`config.mk`:
```
export PLATFORM = sky130hd
export DESIGN_NAME = spi_adc_averaging_reader
export DESIGN_NICKNAME = d
export VERILOG_FILES = /design/src/hw/rtl/sadr_pkg.sv /design/src/hw/rtl/sadr_accum.sv /design/src/hw/rtl/sadr_div.sv /design/src/hw/rtl/spi_adc_averaging_reader.sv
export SDC_FILE = /design/constraint.sdc
export NUM_CORES = 1
export LEC_CHECK = 0
export BUFFER_PORTS_ARGS = -buffer_cell sky130_fd_sc_hd__buf_2
export CORE_ASPECT_RATIO = 0.5
export CORE_UTILIZATION = 45
export DETAILED_ROUTE_END_ITERATION = 8
export GPL_ROUTABILITY_DRIVEN = 0
export GPL_TIMING_DRIVEN = 1
export SLEW_MARGIN = 20
export SYNTH_ARGS = -nofsm -noshare
export SYNTH_HDL_FRONTEND = slang
export SYNTH_HIERARCHICAL = 1
export SYNTH_SLANG_ARGS = --single-unit
```
`constraint.sdc`:
```
create_clock -name clk -period 4.1 [get_ports clk]
set_input_delay 0.41 -clock clk [delete_from_list [all_inputs] [get_ports clk]]
set_output_delay 0.41 -clock clk [all_outputs]
set_load 0.02 [all_outputs]
```
`src/hw/rtl/sadr_pkg.sv`:
```
// shared types and constants of the averaging spi converter reader
// no dependencies; imported by the accumulator, the divider and the top level
`default_nettype none

package sadr_pkg;

	localparam int SUM_W = 20;  // running sum of samples
	localparam int CNT_W = 8;   // frame count and divisor
	localparam int AVG_W = 12;  // averaged result
	localparam int CFG_IDX_W = 2;
	localparam int CFG_DATA_W = 8;

	localparam logic [CFG_IDX_W-1:0] CFG_CHANNEL = 2'd0;
	localparam logic [CFG_IDX_W-1:0] CFG_DIFF = 2'd1;
	localparam logic [CFG_IDX_W-1:0] CFG_COUNT = 2'd2;

	localparam logic CMD_START = 1'b0;
	localparam logic CMD_FRAME = 1'b1;

	typedef enum logic [1:0] {
		ST_READY,
		ST_ACCUM,
		ST_DIV,
		ST_EMIT
	} sadr_state_t;

	// status of a bit-serial unit
	typedef struct packed {
		logic busy;
		logic done;
	} unit_sts_t;

endpackage

`default_nettype wire

```
`src/hw/rtl/sadr_accum.sv`:
```
// bit-serial accumulator holding the running sample sum
// one sum bit per cycle, lsb first; depends on sadr_pkg
`default_nettype none

module sadr_accum #(
	parameter int SMP_W = 12
) (
	input  wire logic                       clk,
	input  wire logic                       arst_n,
	input  wire logic                       clear,
	input  wire logic                       start,
	input  wire logic [SMP_W-1:0]           sample,
	output logic      [sadr_pkg::SUM_W-1:0] sum,
	output sadr_pkg::unit_sts_t             sts
);
	import sadr_pkg::*;

	localparam int STEP_W = $clog2(SUM_W);

	logic [SUM_W-1:0]  sum_q;
	logic [SMP_W-1:0]  add_q;
	logic              carry_q;
	logic [STEP_W-1:0] step_q;
	logic              busy_q;
	logic              done_q;
	logic              bit_sum;
	logic              bit_carry;

	assign bit_sum = sum_q[0] ^ add_q[0] ^ carry_q;
	assign bit_carry = (sum_q[0] & add_q[0]) | (sum_q[0] & carry_q) | (add_q[0] & carry_q);

	always_ff @(posedge clk or negedge arst_n) begin
		if (!arst_n) begin
			sum_q <= '0;
			add_q <= '0;
			carry_q <= 1'b0;
			step_q <= '0;
			busy_q <= 1'b0;
			done_q <= 1'b0;
		end else begin
			done_q <= 1'b0;
			if (clear) begin
				sum_q <= '0;
				busy_q <= 1'b0;
			end else if (start) begin
				add_q <= sample;
				carry_q <= 1'b0;
				step_q <= STEP_W'(SUM_W - 1);
				busy_q <= 1'b1;
			end else if (busy_q) begin
				// sum rotates right so it is back in place after SUM_W steps
				sum_q <= {bit_sum, sum_q[SUM_W-1:1]};
				add_q <= {1'b0, add_q[SMP_W-1:1]};
				carry_q <= bit_carry;
				if (step_q == '0) begin
					busy_q <= 1'b0;
					done_q <= 1'b1;
				end else begin
					step_q <= step_q - 1'b1;
				end
			end
		end
	end

	assign sum = sum_q;
	assign sts.busy = busy_q;
	assign sts.done = done_q;

endmodule

`default_nettype wire

```
`src/hw/rtl/sadr_div.sv`:
```
// restoring divider producing one quotient bit per cycle
// sum by an 8-bit count; depends on sadr_pkg
`default_nettype none

module sadr_div (
	input  wire logic                       clk,
	input  wire logic                       arst_n,
	input  wire logic                       start,
	input  wire logic [sadr_pkg::SUM_W-1:0] dividend,
	input  wire logic [sadr_pkg::CNT_W-1:0] divisor,
	output logic      [sadr_pkg::SUM_W-1:0] quotient,
	output sadr_pkg::unit_sts_t             sts
);
	import sadr_pkg::*;

	localparam int STEP_W = $clog2(SUM_W);

	logic [SUM_W-1:0]  quo_q;
	logic [CNT_W-1:0]  rem_q;
	logic [CNT_W-1:0]  dvs_q;
	logic [STEP_W-1:0] step_q;
	logic              busy_q;
	logic              done_q;
	logic [CNT_W:0]    trial;
	logic              fits;
	logic [CNT_W:0]    diff;

	// remainder stays below the divisor, so the shifted trial fits CNT_W+1 bits
	assign trial = {rem_q, quo_q[SUM_W-1]};
	assign fits = trial >= {1'b0, dvs_q};
	assign diff = trial - {1'b0, dvs_q};

	always_ff @(posedge clk or negedge arst_n) begin
		if (!arst_n) begin
			step_q <= '0;
			busy_q <= 1'b0;
			done_q <= 1'b0;
		end else begin
			done_q <= 1'b0;
			if (start) begin
				step_q <= STEP_W'(SUM_W - 1);
				busy_q <= 1'b1;
			end else if (busy_q) begin
				if (step_q == '0) begin
					busy_q <= 1'b0;
					done_q <= 1'b1;
				end else begin
					step_q <= step_q - 1'b1;
				end
			end
		end
	end

	always_ff @(posedge clk) begin
		if (start) begin
			quo_q <= dividend;
			rem_q <= '0;
			dvs_q <= divisor;
		end else if (busy_q) begin
			quo_q <= {quo_q[SUM_W-2:0], fits};
			rem_q <= fits ? diff[CNT_W-1:0] : trial[CNT_W-1:0];
		end
	end

	assign quotient = quo_q;
	assign sts.busy = busy_q;
	assign sts.done = done_q;

endmodule

`default_nettype wire

```
`src/hw/rtl/spi_adc_averaging_reader.sv`:
```
// Averaging reader for a multi-channel spi converter.
// s_* channel: s_tuser is the command (0 start a reading, 1 a received frame),
//   s_tdata carries the three received bytes of a frame.
// m_* channel: exactly one transaction per input transaction; send_frame asks
//   for another 24-bit exchange starting with request_byte, reading_done marks
//   the averaged value.
// cfg_* channel: register writes (0 channel, 1 differential, 2 sample count),
//   always ready; write only while no item is in flight.
// Flow: a start item or a frame while idle passes through the result register
//   and then the output register. A frame of a running reading first goes through
//   the bit-serial accumulator, and the final frame also through the bit-serial
//   divider. One item is worked on at a time; s_tready is high again the cycle the
//   result enters the output register.
// The output register holds its transaction while m_tready is low; the next
//   item is accepted meanwhile and its result waits in the result register.
// Reset clears the registers to channel 0, single-ended, count 1, and leaves
//   the reader idle with an empty output.
`default_nettype none

module spi_adc_averaging_reader #(
	parameter int RESULT_BITS = 12,
	parameter int CHANNEL_SELECT_BITS = 3
) (
	input  wire logic                                clk,
	input  wire logic                                arst_n,
	input  wire logic                                s_tvalid,
	output logic                                     s_tready,
	input  wire logic [23:0]                         s_tdata,  // rx_first, rx_second, rx_third
	input  wire logic [0:0]                          s_tuser,  // command
	output logic                                     m_tvalid,
	input  wire logic                                m_tready,
	output logic      [23:0]                         m_tdata,  // request_byte, averaged_value, pad
	output logic      [1:0]                          m_tuser,  // send_frame, reading_done
	input  wire logic                                cfg_valid,
	output logic                                     cfg_ready,
	input  wire logic [sadr_pkg::CFG_IDX_W-1:0]      cfg_index,
	input  wire logic [sadr_pkg::CFG_DATA_W-1:0]     cfg_data
);
	import sadr_pkg::*;

	localparam int CH_W = 3;

	sadr_state_t      state_q, state_d;
	logic [CH_W-1:0]  channel_q;
	logic             diff_q;
	logic [CNT_W-1:0] count_q;
	logic             active_q, active_d;
	logic [CNT_W-1:0] frames_q, frames_d;

	logic             m_tvalid_q;
	logic [7:0]       out_req_q;
	logic             out_send_q;
	logic             out_done_q;
	logic [AVG_W-1:0] out_avg_q;

	logic [7:0]       res_req_q, res_req_d;
	logic             res_send_q, res_send_d;
	logic             res_done_q, res_done_d;
	logic [AVG_W-1:0] res_avg_q, res_avg_d;
	logic             res_load;
	logic             out_load;

	logic             in_acc;
	logic             acc_start;
	logic             acc_clear;
	logic             div_start;
	logic             chan_ok;
	logic [CNT_W-1:0] cnt_eff;
	logic [7:0]       req_byte;
	logic [11:0]      smp_wide;
	logic [RESULT_BITS-1:0] sample;
	logic [SUM_W-1:0] sum;
	logic [SUM_W-1:0] quot;
	unit_sts_t        acc_sts;
	unit_sts_t        div_sts;

	assign in_acc = s_tvalid && s_tready;
	assign s_tready = (state_q == ST_READY);
	assign cfg_ready = 1'b1;

	assign chan_ok = (channel_q >> CHANNEL_SELECT_BITS) == '0;
	assign cnt_eff = (count_q == '0) ? CNT_W'(1) : count_q;

	// request byte and sample layout follow the device variant
	generate
		if (CHANNEL_SELECT_BITS == 1) begin : g_one_sel
			assign req_byte = {1'b1, ~diff_q, channel_q[0], 1'b1, 4'b0000};
			if (RESULT_BITS == 10) begin : g_ten
				assign smp_wide = {2'b00, s_tdata[1], 1'b0, s_tdata[15:8]};
			end else begin : g_wide
				assign smp_wide = {s_tdata[1], 1'b0, s_tdata[15:8], s_tdata[23:22]};
			end
			assign sample = smp_wide[RESULT_BITS-1:0];
		end else begin : g_multi_sel
			assign req_byte = {2'b01, ~diff_q, channel_q, 2'b00};
			assign smp_wide = {s_tdata[15:8], s_tdata[23:20]};
			assign sample = smp_wide[11 -: RESULT_BITS];
		end
	endgenerate

	sadr_accum #(
		.SMP_W(RESULT_BITS)
	) u_accum (
		.clk   (clk),
		.arst_n(arst_n),
		.clear (acc_clear),
		.start (acc_start),
		.sample(sample),
		.sum   (sum),
		.sts   (acc_sts)
	);

	sadr_div u_div (
		.clk     (clk),
		.arst_n  (arst_n),
		.start   (div_start),
		.dividend(sum),
		.divisor (cnt_eff),
		.quotient(quot),
		.sts     (div_sts)
	);

	always_ff @(posedge clk or negedge arst_n) begin
		if (!arst_n) begin
			channel_q <= '0;
			diff_q <= 1'b0;
			count_q <= CNT_W'(1);
		end else if (cfg_valid && cfg_ready) begin
			unique case (cfg_index)
				CFG_CHANNEL: channel_q <= cfg_data[CH_W-1:0];
				CFG_DIFF:    diff_q <= cfg_data[0];
				CFG_COUNT:   count_q <= cfg_data[CNT_W-1:0];
				default: ;
			endcase
		end
	end

	always_ff @(posedge clk or negedge arst_n) begin
		if (!arst_n) begin
			state_q <= ST_READY;
			active_q <= 1'b0;
			frames_q <= '0;
			m_tvalid_q <= 1'b0;
		end else begin
			state_q <= state_d;
			active_q <= active_d;
			frames_q <= frames_d;
			if (out_load) begin
				m_tvalid_q <= 1'b1;
			end else if (m_tready) begin
				m_tvalid_q <= 1'b0;
			end
		end
	end

	always_ff @(posedge clk) begin
		if (res_load) begin
			res_req_q <= res_req_d;
			res_send_q <= res_send_d;
			res_done_q <= res_done_d;
			res_avg_q <= res_avg_d;
		end
		if (out_load) begin
			out_req_q <= res_req_q;
			out_send_q <= res_send_q;
			out_done_q <= res_done_q;
			out_avg_q <= res_avg_q;
		end
	end

	always_comb begin
		state_d = state_q;
		active_d = active_q;
		frames_d = frames_q;
		acc_start = 1'b0;
		acc_clear = 1'b0;
		div_start = 1'b0;
		res_load = 1'b0;
		out_load = 1'b0;
		res_req_d = '0;
		res_send_d = 1'b0;
		res_done_d = 1'b0;
		res_avg_d = '0;
		unique case (state_q)
			ST_READY: begin
				if (in_acc) begin
					if (s_tuser[0] == CMD_START) begin
						acc_clear = 1'b1;
						frames_d = '0;
						res_load = 1'b1;
						state_d = ST_EMIT;
						if (chan_ok) begin
							active_d = 1'b1;
							res_req_d = req_byte;
							res_send_d = 1'b1;
						end else begin
							active_d = 1'b0;
							res_done_d = 1'b1;
						end
					end else if (active_q) begin
						acc_start = 1'b1;
						frames_d = frames_q + 1'b1;
						state_d = ST_ACCUM;
					end else begin
						// frame while idle answers all zero
						res_load = 1'b1;
						state_d = ST_EMIT;
					end
				end
			end
			ST_ACCUM: begin
				if (acc_sts.done) begin
					if (frames_q >= cnt_eff || frames_q == '0) begin
						div_start = 1'b1;
						state_d = ST_DIV;
					end else begin
						res_load = 1'b1;
						res_req_d = req_byte;
						res_send_d = 1'b1;
						state_d = ST_EMIT;
					end
				end
			end
			ST_DIV: begin
				if (div_sts.done) begin
					res_load = 1'b1;
					res_done_d = 1'b1;
					res_avg_d = quot[AVG_W-1:0];
					active_d = 1'b0;
					state_d = ST_EMIT;
				end
			end
			ST_EMIT: begin
				if (!m_tvalid_q || m_tready) begin
					out_load = 1'b1;
					state_d = ST_READY;
				end
			end
			default: state_d = ST_READY;
		endcase
	end

	assign m_tvalid = m_tvalid_q;
	assign m_tdata = {4'b0000, out_avg_q, out_req_q};
	assign m_tuser = {out_done_q, out_send_q};

endmodule

`default_nettype wire

```
==> out/results.txt <==
met2 Track Usage GR: 0.257
Post-CTS Hold Fix Bufs: 0
grt total ovfl: 0
antenna violations before repair: 0
GRT Overall Usage: 0.180
Port Buffers: 48
leakage: 3.28 nW
Critical Path RT: 4.12 ns
Clk Latency, worst-skew pair: 0.42 ns
Hold Fails Final Rpt: 0
die height: 89.3 µm
DR pass1 iterations: 4
vias in the first global route: 3999
Critical Path End Type: register
TritonCTS clock tree: built
Area after DPL: 7200 µm²
Final Critical Period: 3.23 ns
max_cap viols: 0
Util after Layout: 0.535
PD cells: 598 nW/µm²
Ys Warns: 6
period utilization: 0.789
element type at the critical path start: register
synthesized area: 6850 µm²
total clock sinks: 143
# IOs: 69
status: finished clean
Synth Area per Inst: 11.6 µm²
Rel. slew slack: 0.404
Fin Setup TNS: 0 ns
P&R area growth vs syn: 14.4%
first-pass GRT wire length: 21200 µm
R2R depth: 9
measured slew at the worst slew-check pin: 0.893 ns
clock buffer count from CTS: 17
Antenna diodes: 0
clk slew on worst S/H paths: 0.07 ns
CTS Buffer Depth: 2
Via Count: 4324
Final ANT Viol Nets: 0
Setup Crit Path Kind: reg2reg
Fin Hold WS: 0.125 ns
Initial DRC Count: 250
PnR worst setup slack: 0.866 ns
Post-layout nets: 695
Final Instance Area: 7840 µm²
H-tree depth: 4
Fmax: 0.309 GHz
Starting Density: 0.467
DP Worst Slack: 0.856 ns
post-CTS resize count: 0
Clock Tree Root: clkbuf_16
# Post-CTS Setup Buffers: 0
die area: 15800 µm²
CP arrival: 3.25 ns
largest net degree at the start of global routing: 40
min-delay worst type: in2async
met1 usage: 0.264
final cell count without fillers: 839
final WL: 12900 µm
synthesized instance count: 590
Placed Cells: 807
GRT busiest layer: met1
RSZ-0062 raised after global routing: no
vias per cell: 5.15
Peak VDD IR: 0.000302 V
CP max FO: 20
post-DP HPWL: 8820 µm
FP Rows: 31
M3 GR Usage: 0.0531
final setup violation count: 0
max-slew violations: 0
DIE WIDTH: 177 µm
routed length per instance: 15.4 µm
DRC Markers: 0
Worst Skew: 0.00950 ns
Core Area: 14700 µm²
Total Power: 4.69 mW
layout cells sized above 1: 0.231
[cells in the final DEF (no fill, tap or decap), types with 3 or more instances in the layout]
cell type,n
nand2_1,75
dfrtp_1,70
edfxtp_1,64
buf_2,48
inv_1,35
o21ai_0,35
mux2_2,32
a21oi_1,27
ha_1,25
nor2_1,22
clkbuf_16,17
mux2i_1,16
and3_1,14
nand2b_1,12
nand4_1,8
conb_1,8
dfxtp_1,8
nor2b_1,7
buf_4,7
nand3_1,6
xnor2_1,6
xor2_1,5
a31oi_1,4
and2_1,4
bufinv_16,4
nor3_1,3
a31o_2,3
a22o_1,3
clkinvlp_4,3
inv_6,3
clkinv_4,3
a211oi_2,3
[sequential cells by signal (all words and copies together) (netlist names), 2 cells and up]
register and cells:
u_accum/sum 20, u_div/quotient 20, out_avg_q 12, res_avg_q 12, u_accum/add_q 12, count_q 8
frames_q 8, u_div/dvs_q 8, u_div/rem_q 8, out_req_q 5, u_accum/step_q 5, u_div/step_q 5
res_req_q 4, channel_q 3, state_q 2
[critical path: stages (launching register included)]
cell and delay (ns):
dfrtp_1 0.41, nor4_1 0.29, a41o_1 0.26, ha_1 0.23, and3_1 0.14, o21ai_0 0.21, a31o_2 0.24, a21oi_4 0.07
nor2_1 0.43, inv_1 0.54
[area by class of cell]
cell class                      instances  area (µm²)
Tap cell                              198         248
Fill cell                            1273        6820
Sequential cell                       143        3860
Timing Repair Buffer                   55         293
Clock buffer                           18         429
Inverter                               36         135
Clock inverter                         14         206
Multi-Input combinational cell        375        2670
[path summary, 6_finish.rpt]
kind / start / endpoint / slack, ns
worst max-delay path: count_q[2]$_DFFE_PN0P_ / u_div/quotient[2]$_DFFE_PP_ / 0.87
worst min-delay path: arst_n / u_div/done_q$_DFF_PN0_ / 0.12
worst max register to register: count_q[2]$_DFFE_PN0P_ / u_div/quotient[2]$_DFFE_PP_ / 0.87
worst min register to register: res_avg_q[1]$_SDFFCE_PN0P_ / out_avg_q[1]$_DFFE_PP_ / 0.42
max in group asynchronous: arst_n / count_q[0]$_DFFE_PN1P_ / 3.13
min in group clk: cfg_data[4] / count_q[4]$_DFFE_PN0P_ / 0.23
[per-layer routing]
layer  up-vias  share of wire
met3         9          0.046
met2        76           0.41
li1       2153              -
met4         0         0.0075
met1      2086           0.53
met5         -              0
[where the power goes]
part | internal [mW] | leakage, nW | switching, mW | total [mW]
registers | 1.79 | 1.57 | 0.188 | 1.98
clock network | 1.03 | 0.300 | 0.636 | 1.67
logic | 0.405 | 1.41 | 0.639 | 1.04
total | 3.23 | 3.28 | 1.46 | 4.69
(Power assumes the default switching activity.)
